==> config.mk <==
export PLATFORM = sky130hd
export DESIGN_NAME = rgb_led_fader_hsv_top
export DESIGN_NICKNAME = d
export VERILOG_FILES = /design/src/rtl/core/rgbf_pkg.sv /design/src/rtl/core/rgb_led_fader_hsv_top.sv
export SDC_FILE = /design/constraint.sdc
export NUM_CORES = 1
export LEC_CHECK = 0
export ABC_AREA = 1
export BUFFER_PORTS_ARGS = -buffer_cell sky130_fd_sc_hd__buf_2
export CAP_MARGIN = 20
export CORE_ASPECT_RATIO = 1.2
export CORE_UTILIZATION = 55
export DETAILED_ROUTE_END_ITERATION = 10
export PLACE_DENSITY = 0.82
export REMOVE_ABC_BUFFERS = 1
export SLEW_MARGIN = 20
export SYNTH_ARGS = -nofsm -noshare
export SYNTH_HDL_FRONTEND = slang
export SYNTH_SLANG_ARGS = --single-unit
==> constraint.sdc <==
create_clock -name clk -period 10.7 [get_ports clk]
set_input_delay 1.605 -clock clk [delete_from_list [all_inputs] [get_ports clk]]
set_output_delay 1.605 -clock clk [all_outputs]
set_load 0.01 [all_outputs]
==> src/rtl/core/rgbf_pkg.sv <==
package rgbf_pkg;

	localparam int OPCODE_W   = 4;
	localparam int LEVEL_W    = 10;
	localparam int HUE_W      = 11;
	localparam int SAT_W      = 9;
	localparam int DUTY_W     = 8;
	localparam int MS_W       = 16;
	localparam int CFG_IDX_W  = 2;
	localparam int CFG_DATA_W = 16;

	typedef enum logic [OPCODE_W-1:0] {
		OP_TICK      = 4'd0,
		OP_ON        = 4'd1,
		OP_OFF       = 4'd2,
		OP_TOGGLE    = 4'd3,
		OP_LEVEL_UP  = 4'd4,
		OP_LEVEL_DN  = 4'd5,
		OP_HUE_UP    = 4'd6,
		OP_HUE_DN    = 4'd7,
		OP_SAT_UP    = 4'd8,
		OP_SAT_DN    = 4'd9,
		OP_SET_LEVEL = 4'd10,
		OP_SET_COLOR = 4'd11
	} op_t;

	localparam logic [CFG_IDX_W-1:0] CFG_COLOR_MODE  = 2'd0;
	localparam logic [CFG_IDX_W-1:0] CFG_FADE_IN_MS  = 2'd1;
	localparam logic [CFG_IDX_W-1:0] CFG_FADE_OUT_MS = 2'd2;

	// level*a*255/256000 == ((level*a*255) >> 11) / 125
	localparam logic [MS_W-1:0] V_DIVISOR = 16'd125;

	// 256 duty codes in, 256 gamma corrected duties out
	typedef logic [255:0][DUTY_W-1:0] gamma_lut_t;

	// Q28 power of 33: square five times, then one more product
	function automatic logic [63:0] pow33_q28(logic [63:0] y);
		logic [63:0] acc;
		acc = y;
		for (int k = 0; k < 5; k++) begin
			acc = (acc * acc) >> 28;
		end
		return (acc * y) >> 28;
	endfunction

	// Entry i of an (m+1)-entry table; every quotient found by search
	function automatic logic [DUTY_W-1:0] gamma_entry(logic [63:0] m, logic [63:0] i);
		logic [63:0] lo;
		logic [63:0] hi;
		logic [63:0] mid;
		logic [63:0] num;
		logic [63:0] den;
		logic [63:0] r;
		lo = 64'd0;
		hi = 64'd1 << 28;
		for (int n = 0; n < 32; n++) begin
			if (lo < hi) begin
				mid = (lo + hi + 64'd1) >> 1;
				if (pow33_q28(mid) * m <= (i << 28))
					lo = mid;
				else
					hi = mid - 64'd1;
			end
		end
		num = 64'd255 * i * i * i * (lo >> 4);
		den = (m * m * m) << 24;
		num = num + (den >> 1);
		r = 64'd0;
		for (int b = 8; b >= 0; b--) begin
			if (((r | (64'd1 << b)) * den) <= num)
				r = r | (64'd1 << b);
		end
		return (r > 64'd255) ? 8'd255 : r[7:0];
	endfunction

	function automatic gamma_lut_t build_gamma_lut(logic [63:0] m);
		gamma_lut_t lut;
		logic [63:0] idx;
		for (int c = 0; c < 256; c++) begin
			idx = (64'(c) * m + 64'd127) / 255;
			if (idx > m)
				idx = m;
			lut[c] = gamma_entry(m, idx);
		end
		return lut;
	endfunction

endpackage

==> src/rtl/core/rgb_led_fader_hsv_top.sv <==
// HSV LED fader with gamma correction. Events arrive as requests on the input
// channel: a 1 ms tick, on, off, toggle, level/hue/saturation steps, set level
// and set colour. Every request other than a tick is taken, leaves the input
// ready and gives no result. A tick that comes after the first on, off or
// toggle gives one result of three gamma corrected 8-bit duties (green and
// blue read zero in mono mode); a tick before that only advances the
// millisecond count. A tick runs through a sequencer that reuses the one
// multiplier and the one restoring divider: eight divide steps for the
// fade factor (skipped once the fade is complete), two products and eight
// divide steps for the value, five products and a select for the HSV sectors
// (skipped in mono mode), three gamma lookups and a final step that loads
// the output register. The input is not ready meanwhile, and longer while
// an earlier result still waits. A finished result waits in the output
// register while further events are taken. The gamma table is built at
// elaboration from GAMMA_ENTRIES (64 to 1024). Write the configuration
// registers only while the block is idle.
module rgb_led_fader_hsv_top #(
	parameter int unsigned GAMMA_ENTRIES = 256
) (
	input  logic                            clk,
	input  logic                            arst_n,
	input  logic                            cfg_we,
	input  logic [rgbf_pkg::CFG_IDX_W-1:0]  cfg_index,
	input  logic [rgbf_pkg::CFG_DATA_W-1:0] cfg_data,
	input  logic                            in_valid,
	output logic                            in_ready,
	input  logic [rgbf_pkg::OPCODE_W-1:0]   opcode,
	input  logic [rgbf_pkg::LEVEL_W-1:0]    level_value,
	input  logic [rgbf_pkg::HUE_W-1:0]      hue_value,
	input  logic [rgbf_pkg::SAT_W-1:0]      sat_value,
	output logic                            out_valid,
	input  logic                            out_ready,
	output logic [rgbf_pkg::DUTY_W-1:0]     red_duty,
	output logic [rgbf_pkg::DUTY_W-1:0]     green_duty,
	output logic [rgbf_pkg::DUTY_W-1:0]     blue_duty
);
	import rgbf_pkg::*;

	localparam gamma_lut_t GammaLut = build_gamma_lut(64'(GAMMA_ENTRIES - 1));

	typedef enum logic [3:0] {
		S_IDLE, S_FADE, S_MUL_LA, S_MUL_255, S_VDIV, S_MUL_P, S_MUL_SF,
		S_MUL_Q, S_MUL_SNF, S_MUL_T, S_SEL, S_GAM, S_DONE
	} state_t;

	state_t state_q;

	logic               color_mode_q;
	logic [MS_W-1:0]    fade_in_q;
	logic [MS_W-1:0]    fade_out_q;
	logic [LEVEL_W-1:0] level_q;
	logic [HUE_W-1:0]   hue_q;
	logic [SAT_W-1:0]   sat_q;
	logic               on_q;
	logic               started_q;
	logic [MS_W-1:0]    elapsed_q;

	logic [MS_W-1:0]    rem_q;
	logic [7:0]         dlow_q;
	logic [7:0]         quo_q;
	logic [2:0]         cnt_q;
	logic [8:0]         a_q;
	logic [17:0]        prod_q;
	logic [DUTY_W-1:0]  v_q;
	logic [DUTY_W-1:0]  p_q;
	logic [DUTY_W-1:0]  q_q;
	logic [DUTY_W-1:0]  t_q;
	logic [DUTY_W-1:0]  chan_q [3];
	logic               out_valid_q;
	logic [DUTY_W-1:0]  red_q;
	logic [DUTY_W-1:0]  green_q;
	logic [DUTY_W-1:0]  blue_q;

	// event arithmetic
	logic [LEVEL_W:0]   lvl_up;
	logic [HUE_W:0]     hue_up;
	logic [SAT_W:0]     sat_up;
	logic [MS_W-1:0]    e_new;
	logic [MS_W-1:0]    dur;

	// shared divider step
	logic [MS_W-1:0]    divisor;
	logic [MS_W:0]      shifted;
	logic [MS_W:0]      diff;
	logic               ge;
	logic [MS_W-1:0]    rem_next;
	logic [7:0]         quo_next;

	// shared multiplier
	logic [17:0]        mul_a;
	logic [16:0]        mul_b;
	logic [34:0]        mul_out;

	assign in_ready   = (state_q == S_IDLE);
	assign out_valid  = out_valid_q;
	assign red_duty   = red_q;
	assign green_duty = green_q;
	assign blue_duty  = blue_q;

	always_comb begin
		lvl_up = {1'b0, level_q} + 11'd100;
		hue_up = {1'b0, hue_q} + 12'd48;
		sat_up = {1'b0, sat_q} + 10'd8;
		e_new  = (elapsed_q == 16'hFFFF) ? elapsed_q : elapsed_q + 16'd1;
		dur    = on_q ? fade_in_q : fade_out_q;
	end

	always_comb begin
		divisor  = (state_q == S_FADE) ? dur : V_DIVISOR;
		shifted  = {rem_q, dlow_q[7]};
		diff     = shifted - {1'b0, divisor};
		ge       = (shifted >= {1'b0, divisor});
		rem_next = ge ? diff[MS_W-1:0] : shifted[MS_W-1:0];
		quo_next = {quo_q[6:0], ge};
	end

	always_comb begin
		unique case (state_q)
			S_MUL_LA: begin
				mul_a = 18'(level_q);
				mul_b = 17'(a_q);
			end
			S_MUL_255: begin
				mul_a = prod_q;
				mul_b = 17'd255;
			end
			S_MUL_P: begin
				mul_a = 18'(v_q);
				mul_b = 17'(9'd256 - sat_q);
			end
			S_MUL_SF: begin
				mul_a = 18'(sat_q);
				mul_b = 17'(hue_q[7:0]);
			end
			S_MUL_SNF: begin
				mul_a = 18'(sat_q);
				mul_b = 17'(9'd256 - {1'b0, hue_q[7:0]});
			end
			S_MUL_Q, S_MUL_T: begin
				mul_a = 18'(v_q);
				mul_b = 17'h10000 - prod_q[16:0];
			end
			default: begin
				mul_a = '0;
				mul_b = '0;
			end
		endcase
		mul_out = 35'(mul_a) * 35'(mul_b);
	end

	always_ff @(posedge clk or negedge arst_n) begin
		if (!arst_n) begin
			state_q      <= S_IDLE;
			color_mode_q <= 1'b1;
			fade_in_q    <= 16'd1000;
			fade_out_q   <= 16'd1500;
			level_q      <= '0;
			hue_q        <= '0;
			sat_q        <= '0;
			on_q         <= 1'b0;
			started_q    <= 1'b0;
			elapsed_q    <= '0;
			rem_q        <= '0;
			dlow_q       <= '0;
			quo_q        <= '0;
			cnt_q        <= '0;
			a_q          <= '0;
			prod_q       <= '0;
			v_q          <= '0;
			p_q          <= '0;
			q_q          <= '0;
			t_q          <= '0;
			chan_q       <= '{default: '0};
			out_valid_q  <= 1'b0;
			red_q        <= '0;
			green_q      <= '0;
			blue_q       <= '0;
		end else begin
			if (cfg_we) begin
				unique case (cfg_index)
					CFG_COLOR_MODE:  color_mode_q <= cfg_data[0];
					CFG_FADE_IN_MS:  fade_in_q    <= cfg_data;
					CFG_FADE_OUT_MS: fade_out_q   <= cfg_data;
					default: ;
				endcase
			end

			// the result stage reloads the output register itself
			if (out_valid_q && out_ready && state_q != S_DONE)
				out_valid_q <= 1'b0;

			unique case (state_q)
				S_IDLE: begin
					if (in_valid) begin
						unique case (op_t'(opcode))
							OP_TICK: begin
								elapsed_q <= e_new;
								if (started_q) begin
									if (e_new < dur) begin
										rem_q   <= e_new;
										dlow_q  <= '0;
										quo_q   <= '0;
										cnt_q   <= '0;
										state_q <= S_FADE;
									end else begin
										// fade complete
										a_q     <= on_q ? 9'd256 : 9'd0;
										state_q <= S_MUL_LA;
									end
								end
							end
							OP_ON, OP_OFF, OP_TOGGLE: begin
								priority if (op_t'(opcode) == OP_ON)
									on_q <= 1'b1;
								else if (op_t'(opcode) == OP_OFF)
									on_q <= 1'b0;
								else
									on_q <= !on_q;
								started_q <= 1'b1;
								elapsed_q <= '0;
							end
							OP_LEVEL_UP:
								level_q <= (lvl_up > 11'd1000) ? 10'd1000 : lvl_up[LEVEL_W-1:0];
							OP_LEVEL_DN:
								level_q <= (level_q < 10'd100) ? 10'd0 : level_q - 10'd100;
							OP_HUE_UP:
								hue_q <= (hue_up >= 12'd1536) ? 11'(hue_up - 12'd1536)
								                              : hue_up[HUE_W-1:0];
							OP_HUE_DN:
								hue_q <= (hue_q < 11'd48) ? hue_q + 11'd1488 : hue_q - 11'd48;
							OP_SAT_UP:
								sat_q <= (sat_up > 10'd256) ? 9'd256 : sat_up[SAT_W-1:0];
							OP_SAT_DN:
								sat_q <= (sat_q < 9'd8) ? 9'd0 : sat_q - 9'd8;
							OP_SET_LEVEL:
								level_q <= (level_value > 10'd1000) ? 10'd1000 : level_value;
							OP_SET_COLOR: begin
								hue_q <= (hue_value >= 11'd1536) ? hue_value - 11'd1536
								                                 : hue_value;
								sat_q <= (sat_value > 9'd256) ? 9'd256 : sat_value;
							end
							default: ;
						endcase
					end
				end
				S_FADE: begin
					// e*256/duration, one quotient bit a cycle
					rem_q  <= rem_next;
					quo_q  <= quo_next;
					dlow_q <= {dlow_q[6:0], 1'b0};
					cnt_q  <= cnt_q + 3'd1;
					if (cnt_q == 3'd7) begin
						a_q     <= on_q ? {1'b0, quo_next} : 9'd256 - {1'b0, quo_next};
						state_q <= S_MUL_LA;
					end
				end
				S_MUL_LA: begin
					prod_q  <= mul_out[17:0];
					state_q <= S_MUL_255;
				end
				S_MUL_255: begin
					// drop the 2^11 factor of 256000, then divide by 125
					rem_q   <= {9'd0, mul_out[25:19]};
					dlow_q  <= mul_out[18:11];
					quo_q   <= '0;
					cnt_q   <= '0;
					state_q <= S_VDIV;
				end
				S_VDIV: begin
					rem_q  <= rem_next;
					quo_q  <= quo_next;
					dlow_q <= {dlow_q[6:0], 1'b0};
					cnt_q  <= cnt_q + 3'd1;
					if (cnt_q == 3'd7) begin
						v_q <= quo_next;
						if (color_mode_q) begin
							state_q <= S_MUL_P;
						end else begin
							chan_q[0] <= quo_next;
							chan_q[1] <= '0;
							chan_q[2] <= '0;
							cnt_q     <= '0;
							state_q   <= S_GAM;
						end
					end
				end
				S_MUL_P: begin
					p_q     <= mul_out[15:8];
					state_q <= S_MUL_SF;
				end
				S_MUL_SF: begin
					prod_q  <= mul_out[17:0];
					state_q <= S_MUL_Q;
				end
				S_MUL_Q: begin
					q_q     <= mul_out[23:16];
					state_q <= S_MUL_SNF;
				end
				S_MUL_SNF: begin
					prod_q  <= mul_out[17:0];
					state_q <= S_MUL_T;
				end
				S_MUL_T: begin
					t_q     <= mul_out[23:16];
					state_q <= S_SEL;
				end
				S_SEL: begin
					unique case (hue_q[10:8])
						3'd0: chan_q <= '{v_q, t_q, p_q};
						3'd1: chan_q <= '{q_q, v_q, p_q};
						3'd2: chan_q <= '{p_q, v_q, t_q};
						3'd3: chan_q <= '{p_q, q_q, v_q};
						3'd4: chan_q <= '{t_q, p_q, v_q};
						3'd5: chan_q <= '{v_q, p_q, q_q};
						default: chan_q <= '{default: '0};
					endcase
					cnt_q   <= '0;
					state_q <= S_GAM;
				end
				S_GAM: begin
					// replace each channel by its duty, one channel a cycle
					chan_q[cnt_q[1:0]] <= GammaLut[chan_q[cnt_q[1:0]]];
					cnt_q <= cnt_q + 3'd1;
					if (cnt_q == 3'd2)
						state_q <= S_DONE;
				end
				S_DONE: begin
					// hold until the output register is free
					if (!out_valid_q || out_ready) begin
						red_q       <= chan_q[0];
						green_q     <= chan_q[1];
						blue_q      <= chan_q[2];
						out_valid_q <= 1'b1;
						state_q     <= S_IDLE;
					end
				end
				default: state_q <= S_IDLE;
			endcase
		end
	end

endmodule

Yosys cells after proc, flatten, opt, wreduce, memory -nomap -nowiden

Memories as Yosys holds them, arrays and structs flattened.
Index checks and enable logic that the tools add are counted.

Add/sub/neg operators: 16
Multipliers: 1
Order comparisons: 14
Eq/ne operators: 44
Multiplexer cells: 71
Bitwise gates (word level): 1
Reductions and logical operators: 41

Operators by type and width:

| operator                                                         | number |
|---|---|
| 24-bit case mux with 6 select lines                              | 1 |
| 16-bit two-way mux                                               | 8 |
| 17-bit case mux with 6 select lines                              | 1 |
| 9-bit two-way mux                                                | 10 |
| 18-bit case mux with 4 select lines                              | 1 |
| 24-bit case mux with 3 select lines                              | 1 |
| 8-bit two-way mux                                                | 8 |
| 4-bit case mux with 13 select lines                              | 1 |
| 24-bit two-way mux                                               | 2 |
| 16-bit case mux with 3 select lines                              | 1 |
| 4-bit == test (second input constant)                            | 9 |
| 11-bit two-way mux                                               | 3 |
| 11-bit case mux with 3 select lines                              | 1 |
| 4-bit by 3-bit == test with 1-bit output (second input constant) | 8 |
| 4-bit two-way mux                                                | 8 |
| 16-bit case mux with 2 select lines                              | 1 |
| 10-bit two-way mux                                               | 3 |
| 10-bit case mux with 3 select lines                              | 1 |
| 9-bit case mux with 3 select lines                               | 1 |
| 18-bit by 17-bit multiplier with 26-bit output                   | 1 |
| 24-bit bitwise mux                                               | 1 |
| 8-bit case mux with 3 select lines                               | 1 |
| 11-bit subtractor (second input constant)                        | 2 |
| 7-bit case mux with 3 select lines                               | 1 |
| 63 further kinds                                                 | 113 |

Register bits after elaboration: 227
Bits in read-only memories: 2,048
Output and inout port bits: 26
Memories: 1

Memory list:

| memory           | words | width | read ports | clocked after memory_dff | wr ports | line                         | source |
|---|---|---|---|---|---|---|---|
| (name not given) | 256   | 8     | 1          | 0                        | 0        | rgb_led_fader_hsv_top.sv:322 | `chan_q[cnt_q[1:0]] <= GammaLut[chan_q[cnt_q[1:0]]];` |

Longest topological paths before layout

Depth after elaboration: 8
Depth in mapped cells: 40
Mapped depth without buffers: 40

Worst setup path before layout

No wires, ideal clock.

Kind: register to register
From: register prod_q[0]
To: register rem_q[2]
Setup time: 116 ps
Data arrival time: 6,550 ps
Required time: 10,584 ps
Path slack: 4,033 ps
Cell stages (with the launch flop): 40
Path buffers: 0
Path through: dfrtp_1 -> inv_1 -> ha_1 -> nand2_1 -> nor2_1 -> inv_1 -> nor2_1 -> inv_1 -> nor2_1 -> nand2_1 -> nor2_1 -> nand2_1 -> nor2_1 -> a21oi_1 -> o21ai_0 -> nand2_1 -> inv_1 -> nor2_1 -> (+4 left out) -> fa_1 -> fa_1 -> fa_1 -> inv_1 -> fa_1 -> inv_1 -> ha_1 -> nand2_1 -> inv_1 -> nand2_1 -> nor2_1 -> nand4_1 -> nand3_1 -> or2_2 -> nand3_1 -> nand3_1 -> nand3_1 -> nand2_1

Cells in the longest elaborated chain, start to end: 4

Ends and longest elaborated chain:

| what                                               | line                         | source |
|---|---|---|
| start: declaration                                 | rgb_led_fader_hsv_top.sv:63  | `logic [17:0] prod_q;` |
| start signal: assignment                           | rgb_led_fader_hsv_top.sv:258 | `prod_q <= mul_out[17:0];` |
| start signal: assignment                           | rgb_led_fader_hsv_top.sv:292 | `prod_q <= mul_out[17:0];` |
| start signal: assignment                           | rgb_led_fader_hsv_top.sv:300 | `prod_q <= mul_out[17:0];` |
| 17-bit subtractor                                  | rgb_led_fader_hsv_top.sv:141 | `mul_b = 17'h10000 - prod_q[16:0];` |
| 17-bit case mux with 6 select lines                | rgb_led_fader_hsv_top.sv:118 | `unique case (state_q)` |
| 18-bit by 17-bit multiplier with 26-bit output (*) | rgb_led_fader_hsv_top.sv:148 | `mul_out = 35'(mul_a) * 35'(mul_b);` |
| 16-bit case mux with 3 select lines (*)            | rgb_led_fader_hsv_top.sv:192 | `unique case (state_q)` |
| end signal: assignment                             | rgb_led_fader_hsv_top.sv:200 | `rem_q <= e_new;` |
| end signal: assignment                             | rgb_led_fader_hsv_top.sv:248 | `rem_q <= rem_next;` |
| end signal: assignment                             | rgb_led_fader_hsv_top.sv:263 | `rem_q <= {9'd0, mul_out[25:19]};` |
| end: declaration                                   | rgb_led_fader_hsv_top.sv:58  | `logic [MS_W-1:0] rem_q;` |

Every way passes the cells marked *; elsewhere a longest branch is shown, timed or not.
A chain may end at the register's enable or synchronous reset.

Worst setup path in the final report

From: register state_q[0]
To: register rem_q[4]

Cells in the longest elaborated chain, start to end: 5

Ends and longest elaborated chain:

| what                                                                                        | line                                                       | source |
|---|---|---|
| start: declaration                                                                          | rgb_led_fader_hsv_top.sv:46                                | `state_t state_q;` |
| start signal: assignment                                                                    | rgb_led_fader_hsv_top.sv:153                               | `state_q <= S_IDLE;` |
| start signal: assignment                                                                    | rgb_led_fader_hsv_top.sv:204                               | `state_q <= S_FADE;` |
| start signal: assignment                                                                    | rgb_led_fader_hsv_top.sv:208                               | `state_q <= S_MUL_LA;` |
| 4-bit == test, or another cell as far along                                                 | rgb_led_fader_hsv_top.sv:118                               |  |
| 3-bit OR reduction (no line), or another cell as far along                                  | -                                                          |  |
| 18-bit case mux with 4 select lines, or another cell as far along                           | rgb_led_fader_hsv_top.sv:118                               |  |
| 18-bit by 17-bit multiplier with 26-bit output / 16-bit two-way mux (equally long branches) | rgb_led_fader_hsv_top.sv:148, rgb_led_fader_hsv_top.sv:113 |  |
| 16-bit case mux with 3 select lines                                                         | rgb_led_fader_hsv_top.sv:192                               |  |

Several ways; a longest one is shown, not always the timed one.

==> results.py <==
metrics = {
    "die": {
        "die_h_um": 233,
        "core_area_sq_mm": 0.0437,
        "initial_core_util": 0.557,
        "io_pins": 83,
        "die_area_sq_mm": 0.0451,
        "fp.dieW_um": 194,
        "num_rows": 84,
    },
    "logic_synthesis": {
        "synth-seq-cells": 227,
        "synthArstFlopShare": 1.00,
        "syn-cell-area_sq_mm": 0.0244,
        "seq_area_frac_synth": 0.234,
        "ys_dominant_reg_cell": "dfrtp_1",
        "synth_edf_count": 0,
        "ys_types": 64,
        "syn_area_per_cell_sq_um": 7.24,
        "yosysWarnings": 0,
        "syn_inst": 3362,
    },
    "clocking": {
        "cts_root_buf": "clkbuf_16",
        "clk_pin_slew_ns": 0.07,
        "cts_resized": 0,
        "cts.hold.buffers_added": 0,
        "cts_tree": "done",
        "tritoncts.num_buffers": 26,
        "htree_levels": 1,
        "clock_latency_ns": 0.57,
        "post-cts-setup-buffers": 0,
        "clockBufferDepth": 3,
        "cts.sinks": 227,
    },
    "grt": {
        "grt_pass1_vias": 21850,
        "antenna_found_initial": 1,
        "grt_max_degree": 107,
        "gr-usage-all-layers": 0.314,
        "globalRoute.totalOverflow": 0,
        "grt_pass1_wl_mm": 114,
    },
    "place": {
        "portBuffers": 82,
        "hpwlAfterDp_mm": 55.0,
        "gp_congestion": 1.04,
        "dpl-instance-area_sq_mm": 0.0253,
    },
    "timing": {
        "period_share": 0.760,
        "fmax_mhz": 123,
        "tns_ns": 0,
        "slew-limit-headroom": 0.220,
        "period_needed_ns": 8.13,
        "maxSlewViolCount": 0,
        "tightest_slew_ns": 1.16,
        "fin_skew_ns": 0.0401,
        "finalSetupViolations": 0,
        "finalHoldViolations": 0,
        "rsz0062_at_grt": "no",
    },
    "hold_path": {
        "hold_depth": 2,
        "hp-class": "flop to flop",
    },
    "final_layout": {
        "final_cell_mix": "nand2_1, inv_1, nor2_1",
        "drive_gt1_frac": 0.0723,
        "multi_input_area_sq_mm": 0.0159,
        "syn_to_final_growth_pct": 7.37,
        "final_area_sq_mm": 0.0261,
        "final.fill_count": 4020,
        "register_area_sq_mm": 0.00570,
        "layout_commonest_cell": "nand2_1",
        "nNetsFinal": 3837,
    },
    "route": {
        "num_vias": 23042,
        "vias_per_cell": 5.73,
        "route.detailed.drc": 0,
        "ant_nets": 0,
        "wire_per_inst_um": 17.5,
        "drt_pre_antenna_iters": 7,
        "drt_iter0_markers": 2279,
        "routed_wl_mm": 70.3,
    },
    "setup_path": {
        "critical_path_class": "flop to flop",
        "rrSetupSlack_ns": 2.57,
        "start_kind": "flop",
        "worstPathArrival_ns": 8.59,
        "endpoint_kind": "flop",
        "path_common_cell": "inv_1",
        "cp.required_ns": 11.16,
        "cp_max_fo": 21,
        "slowest_stage": "nor3_2",
        "slowest_delay_ns": 0.57,
        "r2r_cells": 33,
    },
    "flow_run": {
        "max_cap_violations": 0,
    },
    "pwr": {
        "p_per_area_mw_per_mm2": 251,
        "p_leak_nw": 13.3,
        "total_power_mw": 6.57,
        "peakVddDrop_v": 0.000185,
    },
    "status": {
        "status": "finished clean",
    },
}
-- critical path, delay by kind of cell (launching register included) --
kind	cells	cell delay (ns)
adders and majority gates	7	3.42
buffers and inverters	9	1.30
DFF	1	0.46
and+or+nand+nor	17	2.79
-- power by group --
group | internal (mW) | leakage (nW) | total (mW) | switching (mW)
registers | 1.13 | 2.90 | 1.43 | 0.306
clock network | 0.533 | 0.415 | 0.912 | 0.379
logic | 1.31 | 9.95 | 4.23 | 2.91
total | 2.97 | 13.3 | 6.57 | 3.60
-- cells by family after synthesis --
| logic type | count (synthesis) | synth area share |
|---|---|---|
| flops | 227 | 0.234 |
| mux | 21 | 0.00894 |
| other cells | 2 | 0.000308 |
| xor+xnor | 62 | 0.0223 |
| compound gates | 534 | 0.128 |
| simple gates | 1427 | 0.247 |
| fa+ha+maj | 341 | 0.239 |
| buf+inv | 748 | 0.120 |
-- synthesized netlist by cell type (all sizes together) (7+ instances only) --
master / count / share of area
mux2i: 15 / 0.0062
buf: 44 / 0.012
a221oi: 11 / 0.0040
or2: 22 / 0.0057
nor4: 12 / 0.0033
xnor2: 17 / 0.0061
clkbuf: 42 / 0.0065
o21ai: 241 / 0.050
o211ai: 29 / 0.0089
a31oi: 17 / 0.0044
dfrtp: 213 / 0.22
o22ai: 36 / 0.0095
dfstp: 14 / 0.015
xor2: 45 / 0.016
a211oi: 8 / 0.0025
fa: 206 / 0.17
nand3b: 7 / 0.0022
nor2: 300 / 0.050
clkinv: 7 / 0.0011
nand3: 190 / 0.039
nor3: 39 / 0.0097
nand4: 20 / 0.0051
nand2: 830 / 0.13
o2111ai: 22 / 0.0079
ha: 135 / 0.069
inv: 655 / 0.10
a21oi: 126 / 0.026
-- metal layers --
metal / wire, um / vias up / track usage
met2: 32400 / 1208 / 0.512
met3: 6330 / 261 / 0.0445
li1: - / 10737 / -
met4: 3460 / 0 / 0.136
met1: 28100 / 10836 / 0.417
met5: 0 / - / 0
-- through the flow --
step           cells  setup slack [ns]   util  hold slack (ns)
2_1_floorplan   3317              3.57      -            0.435
3_3_place_gp    3969              2.78  0.578            0.449
3_5_place_dp    3969              2.77  0.578            0.452
4_1_cts         4017              2.78  0.598            0.468
5_1_grt         4018              2.17  0.598            0.498
6_report        4019              2.57  0.598            0.471
-- layout make-up --
class,instances,share of cell area
clock buffers,41,0.0290
clock inverters,7,0.00378
repair buffers,94,0.0198
diodes,1,0.0000957
multi-input cells,2428,0.608
inverters,662,0.0951
well taps,559,0.0267
flip-flops and latches,227,0.218
-- registers in the layout (all words and copies together), names as in the netlist, 9 cells and up --
name and flops:
chan_q 24, prod_q 18, elapsed_q 16, fade_in_q 16, fade_out_q 16, rem_q 16, hue_q 11, level_q 10
a_q 9, sat_q 9
-- path summary, 6_finish.rpt --
path	endpoint	startpoint
worst max-delay path	rem_q[4]	state_q[0]
worst min-delay path	started_q	started_q
worst max register to register	rem_q[4]	state_q[0]
worst min register to register	started_q	started_q
max in group asynchronous	fade_out_q[0]	arst_n
min in group asynchronous	blue_duty[0]	arst_n
(Power assumes the default switching activity.)
